[config.mk]
export PLATFORM = sky130hd
export DESIGN_NAME = floppy_controller_registers_core
export DESIGN_NICKNAME = d
export VERILOG_FILES = /design/src/sv/fdcr_pkg.sv /design/src/sv/floppy_controller_registers_core.sv
export SDC_FILE = /design/constraint.sdc
export NUM_CORES = 1
export LEC_CHECK = 0
export ABC_AREA = 1
export BUFFER_PORTS_ARGS = -buffer_cell sky130_fd_sc_hd__buf_4
export CELL_PAD_IN_SITES_DETAIL_PLACEMENT = 1
export CELL_PAD_IN_SITES_GLOBAL_PLACEMENT = 1
export CORE_ASPECT_RATIO = 2
export CORE_MARGIN = 2
export CORE_UTILIZATION = 40
export CTS_CLUSTER_DIAMETER = 80
export CTS_CLUSTER_SIZE = 16
export DETAILED_ROUTE_END_ITERATION = 12
export PLACE_DENSITY = 0.79
export SYNTH_ARGS = -nofsm -noshare
export SYNTH_HDL_FRONTEND = slang
export SYNTH_SLANG_ARGS = --single-unit
[constraint.sdc]
create_clock -name clk -period 2.5 [get_ports clk]
set_clock_uncertainty 0.2 [all_clocks]
set_input_delay 0 -clock clk [delete_from_list [all_inputs] [get_ports clk]]
set_output_delay 0 -clock clk [all_outputs]
set_load 0.005 [all_outputs]
[src/sv/fdcr_pkg.sv]
package fdcr_pkg;

	// bus access codes
	localparam logic [3:0] ACC_RD_STATUS  = 4'd0;
	localparam logic [3:0] ACC_RD_DATA    = 4'd1;
	localparam logic [3:0] ACC_RD_AUX     = 4'd2;
	localparam logic [3:0] ACC_RD_TRACK   = 4'd3;
	localparam logic [3:0] ACC_RD_SECTOR  = 4'd4;
	localparam logic [3:0] ACC_WR_COMMAND = 4'd5;
	localparam logic [3:0] ACC_WR_DATA    = 4'd6;
	localparam logic [3:0] ACC_WR_CONTROL = 4'd7;
	localparam logic [3:0] ACC_WR_TRACK   = 4'd8;
	localparam logic [3:0] ACC_WR_SECTOR  = 4'd9;

	// command nibbles
	localparam logic [3:0] CMD_RESTORE   = 4'h0;
	localparam logic [3:0] CMD_SEEK      = 4'h1;
	localparam logic [3:0] CMD_FORCE_INT = 4'hD;

	// drive select nibble of a control write that picks the drive
	localparam logic [3:0] CTRL_DRIVE0 = 4'h1;

	// configuration register indexes
	localparam logic [3:0] CFG_DISK_PRESENT = 4'd0;
	localparam logic [3:0] CFG_TRACK_LIMIT  = 4'd1;

	// status and aux status bytes
	localparam logic [7:0] ST_TRACK0   = 8'h04;
	localparam logic [7:0] ST_SEEK_OK  = 8'h20;
	localparam logic [7:0] ST_SEEK_ERR = 8'h38;
	localparam logic [7:0] ST_UNKNOWN  = 8'h5C;
	localparam logic [7:0] ST_MOTOR    = 8'h80;
	localparam logic [7:0] AUX_IRQ_ON  = 8'h3E;
	localparam logic [7:0] AUX_IRQ_OFF = 8'h3C;
	localparam logic [7:0] AUX_NOCHG   = 8'h40;

	localparam logic [7:0] TRACK_LIMIT_RESET = 8'd82;

	typedef struct packed {
		logic [3:0] cmd;
		logic [7:0] value;
	} access_t;

	typedef struct packed {
		logic [7:0] read_value;
		logic       irq;
		logic       side;
	} result_t;

endpackage

[src/sv/floppy_controller_registers_core.sv]
// Register file of a floppy disk controller with its drive-control latch.
// Input channel (in_valid/in_ready): one bus access per item, cmd selects the
// register and the direction, write_value is the byte for writes.
// Output channel (out_valid/out_ready): one result item per access, carrying
// the byte read (0 for writes), the interrupt line and the selected side as
// they stand after that access.
// Configuration channel (cfg_valid/cfg_ready/cfg_index/cfg_data): index 0 is
// disk present, index 1 the track limit for seeks; other indexes are ignored.
// It is always ready; write it only while no access is in flight.
// An accepted item is registered in the access stage, and its result then
// moves into the output register, from which the receiver takes it.
// Throughput is one item per cycle while the receiver does not stall; the
// single access stage plus the output register sustain that rate.
// When the receiver stalls, the result holds in the output register and one
// more item waits in the access stage; in_ready drops only when both are full.
// Reset clears both stages and returns the registers to their power-on values:
// status shows track zero, no disk selected, no interrupt, track limit 82.
module floppy_controller_registers_core
	import fdcr_pkg::*;
(
	input  logic       clk,
	input  logic       arst_n,
	input  logic       in_valid,
	output logic       in_ready,
	input  logic [3:0] cmd,
	input  logic [7:0] write_value,
	output logic       out_valid,
	input  logic       out_ready,
	output logic [7:0] read_value,
	output logic       irq_active,
	output logic       head_side,
	input  logic       cfg_valid,
	output logic       cfg_ready,
	input  logic [3:0] cfg_index,
	input  logic [7:0] cfg_data
);

	logic    acc_valid_s1;
	access_t acc_s1;
	logic    out_free;
	logic    advance;

	logic       disk_present_q;
	logic [7:0] track_limit_q;
	logic [7:0] track_q;
	logic [7:0] sector_q;
	logic [7:0] status_q;
	logic [7:0] data_q;
	logic       irq_q;
	logic       drive_sel_q;
	logic       side_q;
	logic       not_ins_q;

	logic [7:0] track_d;
	logic [7:0] sector_d;
	logic [7:0] status_d;
	logic [7:0] data_d;
	logic       irq_d;
	logic       drive_sel_d;
	logic       side_d;
	logic       not_ins_d;
	logic [7:0] rd;
	logic       seek_ok;
	logic [7:0] seek_track;
	result_t    res_q;

	assign cfg_ready = 1'b1;
	assign out_free  = !out_valid || out_ready;
	assign advance   = acc_valid_s1 && out_free;
	assign in_ready  = !acc_valid_s1 || out_free;

	always_ff @(posedge clk or negedge arst_n) begin
		if (!arst_n) begin
			disk_present_q <= 1'b0;
			track_limit_q  <= TRACK_LIMIT_RESET;
		end else if (cfg_valid && cfg_ready) begin
			case (cfg_index)
				CFG_DISK_PRESENT: disk_present_q <= cfg_data[0];
				CFG_TRACK_LIMIT:  track_limit_q  <= cfg_data;
				default: ;
			endcase
		end
	end

	always_ff @(posedge clk or negedge arst_n) begin
		if (!arst_n) begin
			acc_valid_s1 <= 1'b0;
		end else if (in_ready) begin
			acc_valid_s1 <= in_valid;
		end
	end

	always_ff @(posedge clk) begin
		if (in_valid && in_ready) begin
			acc_s1.cmd   <= cmd;
			acc_s1.value <= write_value;
		end
	end

	assign seek_ok    = (data_q < track_limit_q) && drive_sel_q;
	assign seek_track = seek_ok ? data_q : track_q;

	always_comb begin
		track_d     = track_q;
		sector_d    = sector_q;
		status_d    = status_q;
		data_d      = data_q;
		irq_d       = irq_q;
		drive_sel_d = drive_sel_q;
		side_d      = side_q;
		not_ins_d   = not_ins_q;
		rd          = 8'h00;
		case (acc_s1.cmd)
			ACC_RD_STATUS: begin
				irq_d = 1'b0;
				rd    = ST_MOTOR | status_q;
			end
			ACC_RD_DATA:   rd = data_q;
			ACC_RD_AUX:    rd = (irq_q ? AUX_IRQ_ON : AUX_IRQ_OFF) | AUX_NOCHG
				| {7'd0, not_ins_q};
			ACC_RD_TRACK:  rd = track_q;
			ACC_RD_SECTOR: rd = sector_q;
			ACC_WR_COMMAND: begin
				case (acc_s1.value[7:4])
					CMD_RESTORE: begin
						irq_d = 1'b1;
						if (drive_sel_q) begin
							status_d = ST_TRACK0 | ST_SEEK_OK;
							track_d  = 8'h00;
						end else begin
							status_d = ST_SEEK_ERR | ST_TRACK0;
						end
					end
					CMD_SEEK: begin
						irq_d    = 1'b1;
						track_d  = seek_track;
						status_d = (seek_ok ? ST_SEEK_OK : ST_SEEK_ERR)
							| ((seek_track == 8'h00) ? ST_TRACK0 : 8'h00);
					end
					CMD_FORCE_INT: begin
						// interrupt only when some condition bit is set
						irq_d    = |acc_s1.value[3:0];
						status_d = (track_q == 8'h00) ? ST_TRACK0 : 8'h00;
					end
					default: begin
						irq_d    = 1'b1;
						status_d = ST_UNKNOWN;
					end
				endcase
			end
			ACC_WR_DATA: data_d = acc_s1.value;
			ACC_WR_CONTROL: begin
				drive_sel_d = disk_present_q && (acc_s1.value[3:0] == CTRL_DRIVE0);
				side_d      = acc_s1.value[4];
				not_ins_d   = !drive_sel_d;
			end
			ACC_WR_TRACK:  track_d  = acc_s1.value;
			ACC_WR_SECTOR: sector_d = acc_s1.value;
			default: ;
		endcase
	end

	always_ff @(posedge clk or negedge arst_n) begin
		if (!arst_n) begin
			track_q     <= 8'h00;
			sector_q    <= 8'h00;
			status_q    <= ST_TRACK0;
			data_q      <= 8'h00;
			irq_q       <= 1'b0;
			drive_sel_q <= 1'b0;
			side_q      <= 1'b0;
			not_ins_q   <= 1'b1;
		end else if (advance) begin
			track_q     <= track_d;
			sector_q    <= sector_d;
			status_q    <= status_d;
			data_q      <= data_d;
			irq_q       <= irq_d;
			drive_sel_q <= drive_sel_d;
			side_q      <= side_d;
			not_ins_q   <= not_ins_d;
		end
	end

	always_ff @(posedge clk or negedge arst_n) begin
		if (!arst_n) begin
			out_valid <= 1'b0;
		end else if (out_free) begin
			out_valid <= acc_valid_s1;
		end
	end

	always_ff @(posedge clk) begin
		if (advance) begin
			res_q.read_value <= rd;
			res_q.irq        <= irq_d;
			res_q.side       <= side_d;
		end
	end

	assign read_value = res_q.read_value;
	assign irq_active = res_q.irq;
	assign head_side  = res_q.side;

	a_not_ins_tracks_sel: assert property (@(posedge clk) disable iff (!arst_n)
		not_ins_q == !drive_sel_q)
		else $error("not-inserted flag out of step with drive select");

	a_status_read_clears_irq: assert property (@(posedge clk) disable iff (!arst_n)
		advance && acc_s1.cmd == ACC_RD_STATUS |=> !irq_q && !irq_active)
		else $error("status read left the interrupt set");

	a_result_matches_state: assert property (@(posedge clk) disable iff (!arst_n)
		advance |=> irq_active == irq_q && head_side == side_q)
		else $error("result item disagrees with register state");

	a_restore_homes: assert property (@(posedge clk) disable iff (!arst_n)
		advance && acc_s1.cmd == ACC_WR_COMMAND && acc_s1.value[7:4] == CMD_RESTORE
		&& drive_sel_q |=> track_q == 8'h00 && status_q[2])
		else $error("restore did not reach track zero");

	a_empty_stage_ready: assert property (@(posedge clk) disable iff (!arst_n)
		!acc_valid_s1 |-> in_ready)
		else $error("input stalled with empty access stage");

endmodule
# Yosys cells after proc, flatten, opt, wreduce, memory -nomap -nowiden
# Index checks and enable logic that the tools add are counted.
# totals
reg_bits	68
in_bits	29
output_inout_bits	13
elab_cells	72
# op_classes
n_lt_le_gt_ge	1
eq_ne	15
n_mux	14
bitwise	2
reduce_logical	23
# ops
cell	count
one-hot mux 8 bit (5 select lines)	1
one-hot mux 8 bit (2 select lines)	2
one-hot mux 7 bit (3 select lines)	1
== test 4 x 1 -> 1 bit, second input constant	4
== test 4 x 3 -> 1 bit, second input constant	4
logical NOT 8 bit	2
2-to-1 mux 8 bit	2
== test 4 bit, second input constant	3
logical NOT 4 bit	3
AND reduction 2 bit	6
2-to-1 mux 5 bit	2
== test 4 x 2 -> 1 bit, second input constant	2
< comparator 8 bit	1
OR 7 x 1 -> 7 bit	1
2-to-1 mux 3 bit	2
OR 6 x 3 -> 6 bit	1
logical AND 1 bit	4
AND reduction 4 bit	1
OR reduction 4 bit	1
logical NOT 1 bit	3
!= test 3 x 1 -> 1 bit, second input constant	1
!= test 3 bit, second input constant	1
logical OR 1 bit	2
2-to-1 mux 1 bit	2
3 further kinds	3

# Depth between registers and ports, before layout
# Gate-level depths: netlist (run 1).
# logic_depth
depth_word	7
depth_mapped	14
depth_no_buf	14

# Worst setup path after synthesis (run 1)
# Ideal clock, no wire load.
# synth_timing
kind	register to register
startpoint	register track_limit_q[6]
endpoint	register status_q[2]
setup_ns	0.073
arrival_ns	1.705
required_ns	2.227
setup_slack_ns	0.522
stages_incl_launch_ff	12
n_path_buf	0
period_less_slack_ns	1.978
path_cell_list	dfstp_2 -> inv_1 -> ha_1 -> nand2_1 -> nor2_1 -> nor2_2 -> nand3_1 -> nand2_1 -> nand2_1 -> nor2_1 -> nand3_1 -> a21oi_1
# synth_between
elab_chain_cells	7
# synth_rtl
element	line	rtl
start: declaration	floppy_controller_registers_core.sv:44	logic [7:0] track_limit_q;
start signal: assignment	floppy_controller_registers_core.sv:79	CFG_TRACK_LIMIT: track_limit_q <= cfg_data;
< comparator 8 bit	floppy_controller_registers_core.sv:100	assign seek_ok = (data_q < track_limit_q) && drive_sel_q;
logical AND 1 bit	floppy_controller_registers_core.sv:100	
2-to-1 mux 8 bit	floppy_controller_registers_core.sv:101	assign seek_track = seek_ok ? data_q : track_q;
logical NOT 8 bit	floppy_controller_registers_core.sv:138	| ((seek_track == 8'h00) ? ST_TRACK0 : 8'h00);
2-to-1 mux 3 bit	floppy_controller_registers_core.sv:138	
OR 6 x 3 -> 6 bit	floppy_controller_registers_core.sv:138	
one-hot mux 7 bit (3 select lines)	floppy_controller_registers_core.sv:124	case (acc_s1.value[7:4])
end signal: assignment	floppy_controller_registers_core.sv:176	status_q <= status_d;
end: declaration	floppy_controller_registers_core.sv:47	logic [7:0] status_q;
# Every way passes these cells.
# A chain may end at the register's enable or synchronous reset.

# Worst setup path in the final report (run 1)
# Same ends and word-level chain as after synthesis.

==> flow_metrics.py, run 1 <==
metrics = {
    "outcome": {
        "status": "complete, but fails checks",
        "violations": "negative hold slack",
    },
    "sta": {
        "whs_ps": -4.33,
        "max_freq_mhz": 433,
        "fin_ws_ps": 191,
        "setup_viol": 0,
        "relSlewSlack_pct": 57.0,
        "tightest_slew_ps": 643,
        "rsz0062_at_grt": "no",
        "finalHoldViolations": 3,
        "maxSlewViolCount": 0,
        "fin_setup_tns_ps": 0,
        "fin_crit_ps": 2310,
        "finalCritPeriodShare_pct": 92.3,
    },
    "clock_network": {
        "cts_made_buffers": 9,
        "cts_root_buf": "clkbuf_16",
        "htree_levels": 3,
        "cts_tree": "yes",
        "hold_buffers": 26,
        "post_cts_buffers": 0,
        "clock_path_buffers": 2,
        "cts-resized-gates": 0,
        "insertion_delay_ps": 340,
        "clk_pin_slew_ps": 50,
        "cts.sink_count": 65,
    },
    "yosys": {
        "netlist_top_cells_count": "80 x nand2_1, 43 x inv_1, 38 x dfrtp_1",
        "yosys.cell_types.count": 35,
        "ys_seq_elements": 65,
        "synthArstFlopShare_pct": 66.2,
        "ys_warn_count": 0,
        "synth_top_cell_by_area": "dfrtp_1",
        "synth_edf_count": 22,
        "seq_area_frac_synth_pct": 54.6,
        "yosys.area.top_type_share_pct": 29.8,
        "syn-cell-area_um2": 3190,
        "synth.most_common_cell": "nand2_1",
        "synthFlopType": "dfrtp_1",
        "netlist_instances": 340,
        "syn-mean-instance-area_um2": 9.38,
        "synth_area_leaders": "dfrtp_1 30%, edfxtp_1 21%, nand2_1 9.4%",
        "syn-num-nets": 376,
    },
    "detailed_routing": {
        "dr.pass1.iters": 4,
        "ant_nets": 0,
        "drcViolationCount": 0,
        "vias": 2741,
        "vias_per_cell": 5.34,
        "routed_wl_um": 9050,
        "dr.first_iter.drc_count": 163,
        "wl_per_cell_um": 17.6,
    },
    "die": {
        "start_util_pct": 40.7,
        "die_h_um": 130,
        "ios": 42,
        "die_x_um": 67.1,
        "fp-row-count": 46,
        "coreArea_um2": 7830,
        "die_area_um2": 8750,
    },
    "grt": {
        "grt_pass1_vias": 3014,
        "busiest_layer": "met2",
        "grt_pass1_wl_um": 15000,
        "grt_util_met1_pct": 25.9,
        "gr-usage-all-layers_pct": 23.5,
        "grt_use_met3_pct": 3.45,
        "grt_antenna_before_repair": 0,
        "grt_max_degree": 44,
        "grt-ovfl-total": 0,
        "met2_usage_pct": 40.2,
    },
    "cells_and_area": {
        "instances_no_fill": 513,
        "fill_cells": 927,
        "drive_gt1_share_pct": 20.4,
        "multi_input_area_um2": 1240,
        "area_delta_synth_final_pct": 29.6,
        "nets": 449,
        "antenna_cells": 0,
        "fin_area_um2": 4130,
        "regArea_um2": 1740,
        "utilization_pct": 52.8,
    },
    "placed_design": {
        "port_buffers": 40,
        "place_inst": 472,
        "placed_area_um2": 3580,
        "pre_cts_ws_ps": 267,
        "routabilityCongestion": 0.880,
        "hpwl_um": 6580,
    },
    "setup_path": {
        "worst-setup-path-type": "reg -> reg",
        "rrSetupSlack_ps": 190,
        "path_max_fanout": 9,
        "critPathRequiredTime_ps": 2570,
        "cp-start-kind": "flop",
        "cp_data_arrival_time_ps": 2370,
        "end_kind": "flop",
    },
    "min_path": {
        "hold_path_class": "in -> async",
    },
    "power_and_ir_drop": {
        "clkPwrFrac_pct": 32.0,
        "combPwrFrac_pct": 25.5,
        "p_per_area_nw_per_um2": 930,
        "finalPower_mw": 3.85,
        "power_switching_share_pct": 32.2,
        "vdd.ir_drop.worst_mv": 0.579,
        "p_switching_mw": 1.24,
        "p_leak_nw": 1.91,
        "p_seq_share_pct": 42.5,
        "internal-power_mw": 2.61,
    },
    "run": {
        "max_cap_viol_count": 0,
    },
}
## final timing paths
kind / from / endpoint / cells after the start
worst max-delay path: track_limit_q[6]$_DFFE_PN1P_ / status_q[2]$_DFFE_PN1P_ / 11
worst min-delay path: arst_n / track_q[4]$_DFFE_PN0P_ / 2
worst max register to register: track_limit_q[6]$_DFFE_PN1P_ / status_q[2]$_DFFE_PN1P_ / 11
worst min register to register: track_limit_q[0]$_DFFE_PN0P_ / track_limit_q[0]$_DFFE_PN0P_ / 2
max in group asynchronous: arst_n / side_q$_DFFE_PN0P_ / 2
min in group clk: cfg_valid / track_limit_q[6]$_DFFE_PN1P_ / 3
## layout by cell type, fill, tap and decap left out, types with 5 or more instances in the layout
cell type,Yosys,routed
a21oi_1,19,19
nand2_1,80,80
nand4_1,5,5
inv_1,43,43
dfrtp_1,38,38
edfxtp_1,22,22
o21ai_0,22,22
a22oi_2,8,8
o2111ai_1,6,6
nand3_1,16,16
nor2_1,25,25
buf_4,1,41
ha_1,7,7
nand3b_1,5,5
dfstp_2,5,5
clkbuf_16,0,9
dlygate4sd3_1,0,26
## final cells by class
class	instances	area share, %
Sequential cell	65	42.2
Multi-Input combinational cell	224	30.0
Timing Repair Buffer	67	13.7
Clock buffer	12	5.96
Inverter	46	4.18
Tap cell	96	2.91
Clock inverter	3	1.03
## cells by family after synthesis
group / share of synthesized area (%)
and+or+nand+nor: 21.7
AOI/OAI and AO/OA: 14.3
DFF: 54.6
buffers and inverters: 6.43
adders and majority gates: 2.75
other: 0.118
## registers in the layout, indices dropped and copies added, names as in the netlist
signal	flops
out_valid	1
disk_present_q	1
head_side	1
read_value	8
not_ins_q	1
irq_active	1
drive_sel_q	1
side_q	1
status_q	4
data_q	8
track_q	8
irq_q	1
acc_s1	12
sector_q	8
track_limit_q	8
acc_valid_s1	1
## per-layer routing
metal  share of wire (%)  vias up  wire, µm
met5                   0        -         0
met4                 5.2        0       466
met3                 3.8       33       346
met2                  53       89      4780
met1                  38     1329      3450
li1                    -     1290         -
## critical path: stages (launching register included)
cell	delay [ps]
dfstp_2	510
inv_1	50
ha_1	290
nand2_1	80
nor2_1	60
nor2_2	320
nand2_4	140
nand2_1	110
nand2_1	90
nor2_1	150
nand3_1	100
a21oi_1	130
## power groups by stage
stage | sequential [mW] | clock (mW) | combinational [mW]
final | 1.63 | 1.23 | 0.979
after CTS | 1.63 | 1.24 | 0.987
after global placement | 1.63 | 0 | 0.878
after floorplan | 1.55 | 0 | 0.651
after global routing | 1.66 | 1.28 | 1.11
after detailed placement | 1.65 | 0 | 0.937
No activity file was read; power rests on OpenSTA's default activity.
==> run 2: changes to the inputs <==
--- a/config.mk
+++ b/config.mk
@@ -9,12 +9,13 @@
 export BUFFER_PORTS_ARGS = -buffer_cell sky130_fd_sc_hd__buf_4
 export CELL_PAD_IN_SITES_DETAIL_PLACEMENT = 1
 export CELL_PAD_IN_SITES_GLOBAL_PLACEMENT = 1
-export CORE_ASPECT_RATIO = 2
+export CORE_ASPECT_RATIO = 1.4
 export CORE_MARGIN = 2
 export CORE_UTILIZATION = 40
 export CTS_CLUSTER_DIAMETER = 80
 export CTS_CLUSTER_SIZE = 16
 export DETAILED_ROUTE_END_ITERATION = 12
+export MAX_ROUTING_LAYER = met4
 export PLACE_DENSITY = 0.79
 export SYNTH_ARGS = -nofsm -noshare
 export SYNTH_HDL_FRONTEND = slang
==> run 2 against run 1 <==
The run now ends clean. Setup slack better by 27 ps. Non-clock buffer count up 4. First-iteration DRC count up 37%. Critical endpoint unchanged. Largest power group unchanged.
==> flow_metrics.py, run 2 (synthesized netlist as in run 1, its figures left out) <==
metrics = {
    "setup_path": {
        "worst-setup-path-type": "reg -> reg",
        "cp-start-kind": "flop",
        "r2r-end": "status_q[2]$_DFFE_PN1P_",
        "path_max_fanout": 9,
        "startpoint": "track_limit_q[6]$_DFFE_PN1P_",
        "crit_slowest_cell": "dfstp_2",
        "max_stage_delay_ps": 520,
        "cp_common_cell": "nand2_1",
        "cp_data_arrival_time_ps": 2350,
        "crit_chain": "inv_1, ha_1, nand2_1, nor2_1, nor2_2, nand2_4, nand2_1, nand2_1, nor2_1, nand3_1, a21oi_1",
        "critPathBufInv": 1,
        "critPathRequiredTime_ps": 2570,
        "rrSetupSlack_ps": 220,
        "timing.rr.start": "track_limit_q[6]$_DFFE_PN1P_",
        "reg2regPathDepth": 11,
        "crit_family": "simple AND/OR/NAND/NOR gates",
        "end_kind": "flop",
    },
    "power_and_ir_drop": {
        "p_switching_mw": 1.24,
        "p_per_area_nw_per_um2": 862,
        "p_leak_nw": 1.89,
        "finalPower_mw": 3.52,
        "combPwrFrac_pct": 28.2,
        "power_switching_share_pct": 35.3,
        "p_seq_share_pct": 46.3,
        "vdd.ir_drop.worst_mv": 0.521,
        "clkPwrFrac_pct": 25.5,
        "internal-power_mw": 2.28,
    },
    "clock_network": {
        "cts.sink_count": 65,
        "cts_made_buffers": 9,
        "htree_levels": 3,
        "insertion_delay_ps": 350,
        "clk_pin_slew_ps": 80,
        "cts_tree": "yes",
        "cts_root_buf": "clkbuf_8",
        "cts-resized-gates": 0,
        "clock_path_buffers": 2,
    },
    "min_path": {
        "worstHoldEndpoint": "track_limit_q[6]$_DFFE_PN1P_",
        "hold_depth": 3,
        "min_from": "cfg_valid",
        "hold_path_class": "in -> reg",
    },
    "sta": {
        "finalHoldViolations": 0,
        "fin_setup_tns_ps": 0,
        "whs_ps": 74.7,
        "max_freq_mhz": 438,
        "relSlewSlack_pct": 63.7,
        "maxSlewViolCount": 0,
        "fin_crit_ps": 2280,
        "tightest_slew_ps": 545,
        "finalCritPeriodShare_pct": 91.3,
        "rsz0062_at_grt": "no",
        "setup_viol": 0,
        "fin_ws_ps": 219,
    },
    "cells_and_area": {
        "instances_no_fill": 522,
        "final_common_cell": "nand2_1",
        "antenna_cells": 0,
        "largest_reg_flops": 12,
        "nets": 453,
        "final_cell_mix": "80 x nand2_1, 43 x inv_1, 43 x buf_4",
        "area_delta_synth_final_pct": 27.9,
        "top_register": "acc_s1",
        "drive_gt1_share_pct": 21.1,
    },
    "die": {
        "start_util_pct": 41.2,
        "die_x_um": 79.5,
        "fp-row-count": 38,
        "coreArea_um2": 7750,
        "die_area_um2": 8710,
        "ios": 42,
        "die_h_um": 110,
    },
    "detailed_routing": {
        "ant_nets": 0,
        "dr.first_iter.drc_count": 223,
        "drcViolationCount": 0,
        "dr.pass1.iters": 4,
        "wl_per_cell_um": 17.4,
        "vias": 2726,
        "vias_per_cell": 5.22,
        "routed_wl_um": 9100,
    },
    "placed_design": {
        "routabilityCongestion": 0.920,
        "pre_cts_ws_ps": 296,
        "hpwl_um": 6430,
        "place_inst": 478,
        "port_buffers": 40,
    },
    "grt": {
        "grt_pass1_vias": 2853,
        "grt_antenna_before_repair": 0,
        "grt_pass1_wl_um": 14500,
        "grt-ovfl-total": 0,
        "grt_max_degree": 44,
        "gr-usage-all-layers_pct": 23.4,
    },
    "run": {
        "max_cap_viol_count": 0,
    },
    "outcome": {
        "status": "complete, no violations",
    },
}
run 2: worst max path at each step:
stage | end | slack (ps) | cells after the start
6_report | status_q[2]$_DFFE_PN1P_ | 220 | 11
5_1_grt | status_q[2]$_DFFE_PN1P_ | 40 | 11
3_3_place_gp | status_q[2]$_DFFE_PN1P_ | 400 | 11
3_5_place_dp | status_q[2]$_DFFE_PN1P_ | 300 | 11
4_1_cts | status_q[2]$_DFFE_PN1P_ | 240 | 11
2_1_floorplan | status_q[2]$_DFFE_PN1P_ | 520 | 11
run 2: layout make-up:
type	count	area (µm²)
clock buffers	9	124
clock inverters	7	70.1
fillers	890	3670
inverters	46	173
multi-input cells	224	1240
flip-flops and latches	65	1740
well taps	100	125
repair buffers	71	603
run 2: metal layers:
| layer | global-route usage [%] | share of wire [%] | up-vias |
|---|---|---|---|
| li1 | - | - | 1295 |
| met1 | 26.4 | 40 | 1342 |
| met2 | 39.7 | 54 | 67 |
| met3 | 2.96 | 2.9 | 22 |
| met4 | 13.5 | 3.7 | 0 |
| met5 | - | 0 | - |
run 2: worst min-delay path, delay by kind of cell:
kind / cells / cell delay [ps]
and+or+nand+nor: 1 / 370
AOI/OAI and AO/OA: 1 / 130
buffers and inverters: 1 / 110
run 2: metrics by stage:
stage / cell area [µm²] / utilization [%]
floorplan: 3190 / -
global placement: 3600 / 46.5
detailed placement: 3600 / 46.5
CTS: 4080 / 52.6
global route: 4080 / 52.6
finish: 4080 / 52.6
run 2: power groups by stage:
stage,Combinational [mW],Clock (mW),Sequential [mW]
global route,1.12,0.953,1.66
finish,0.992,0.897,1.63
CTS,0.986,0.909,1.62
global placement,0.890,0,1.62
floorplan,0.651,0,1.55
detailed placement,0.938,0,1.64
run 2: timing repair:
item | in CTS | in global routing
hold buffers | 28 | 0
buffers inserted | 0 | 0
endpoints found under the setup margin | 0 | 0
hold endpoints to repair | 68 | 0
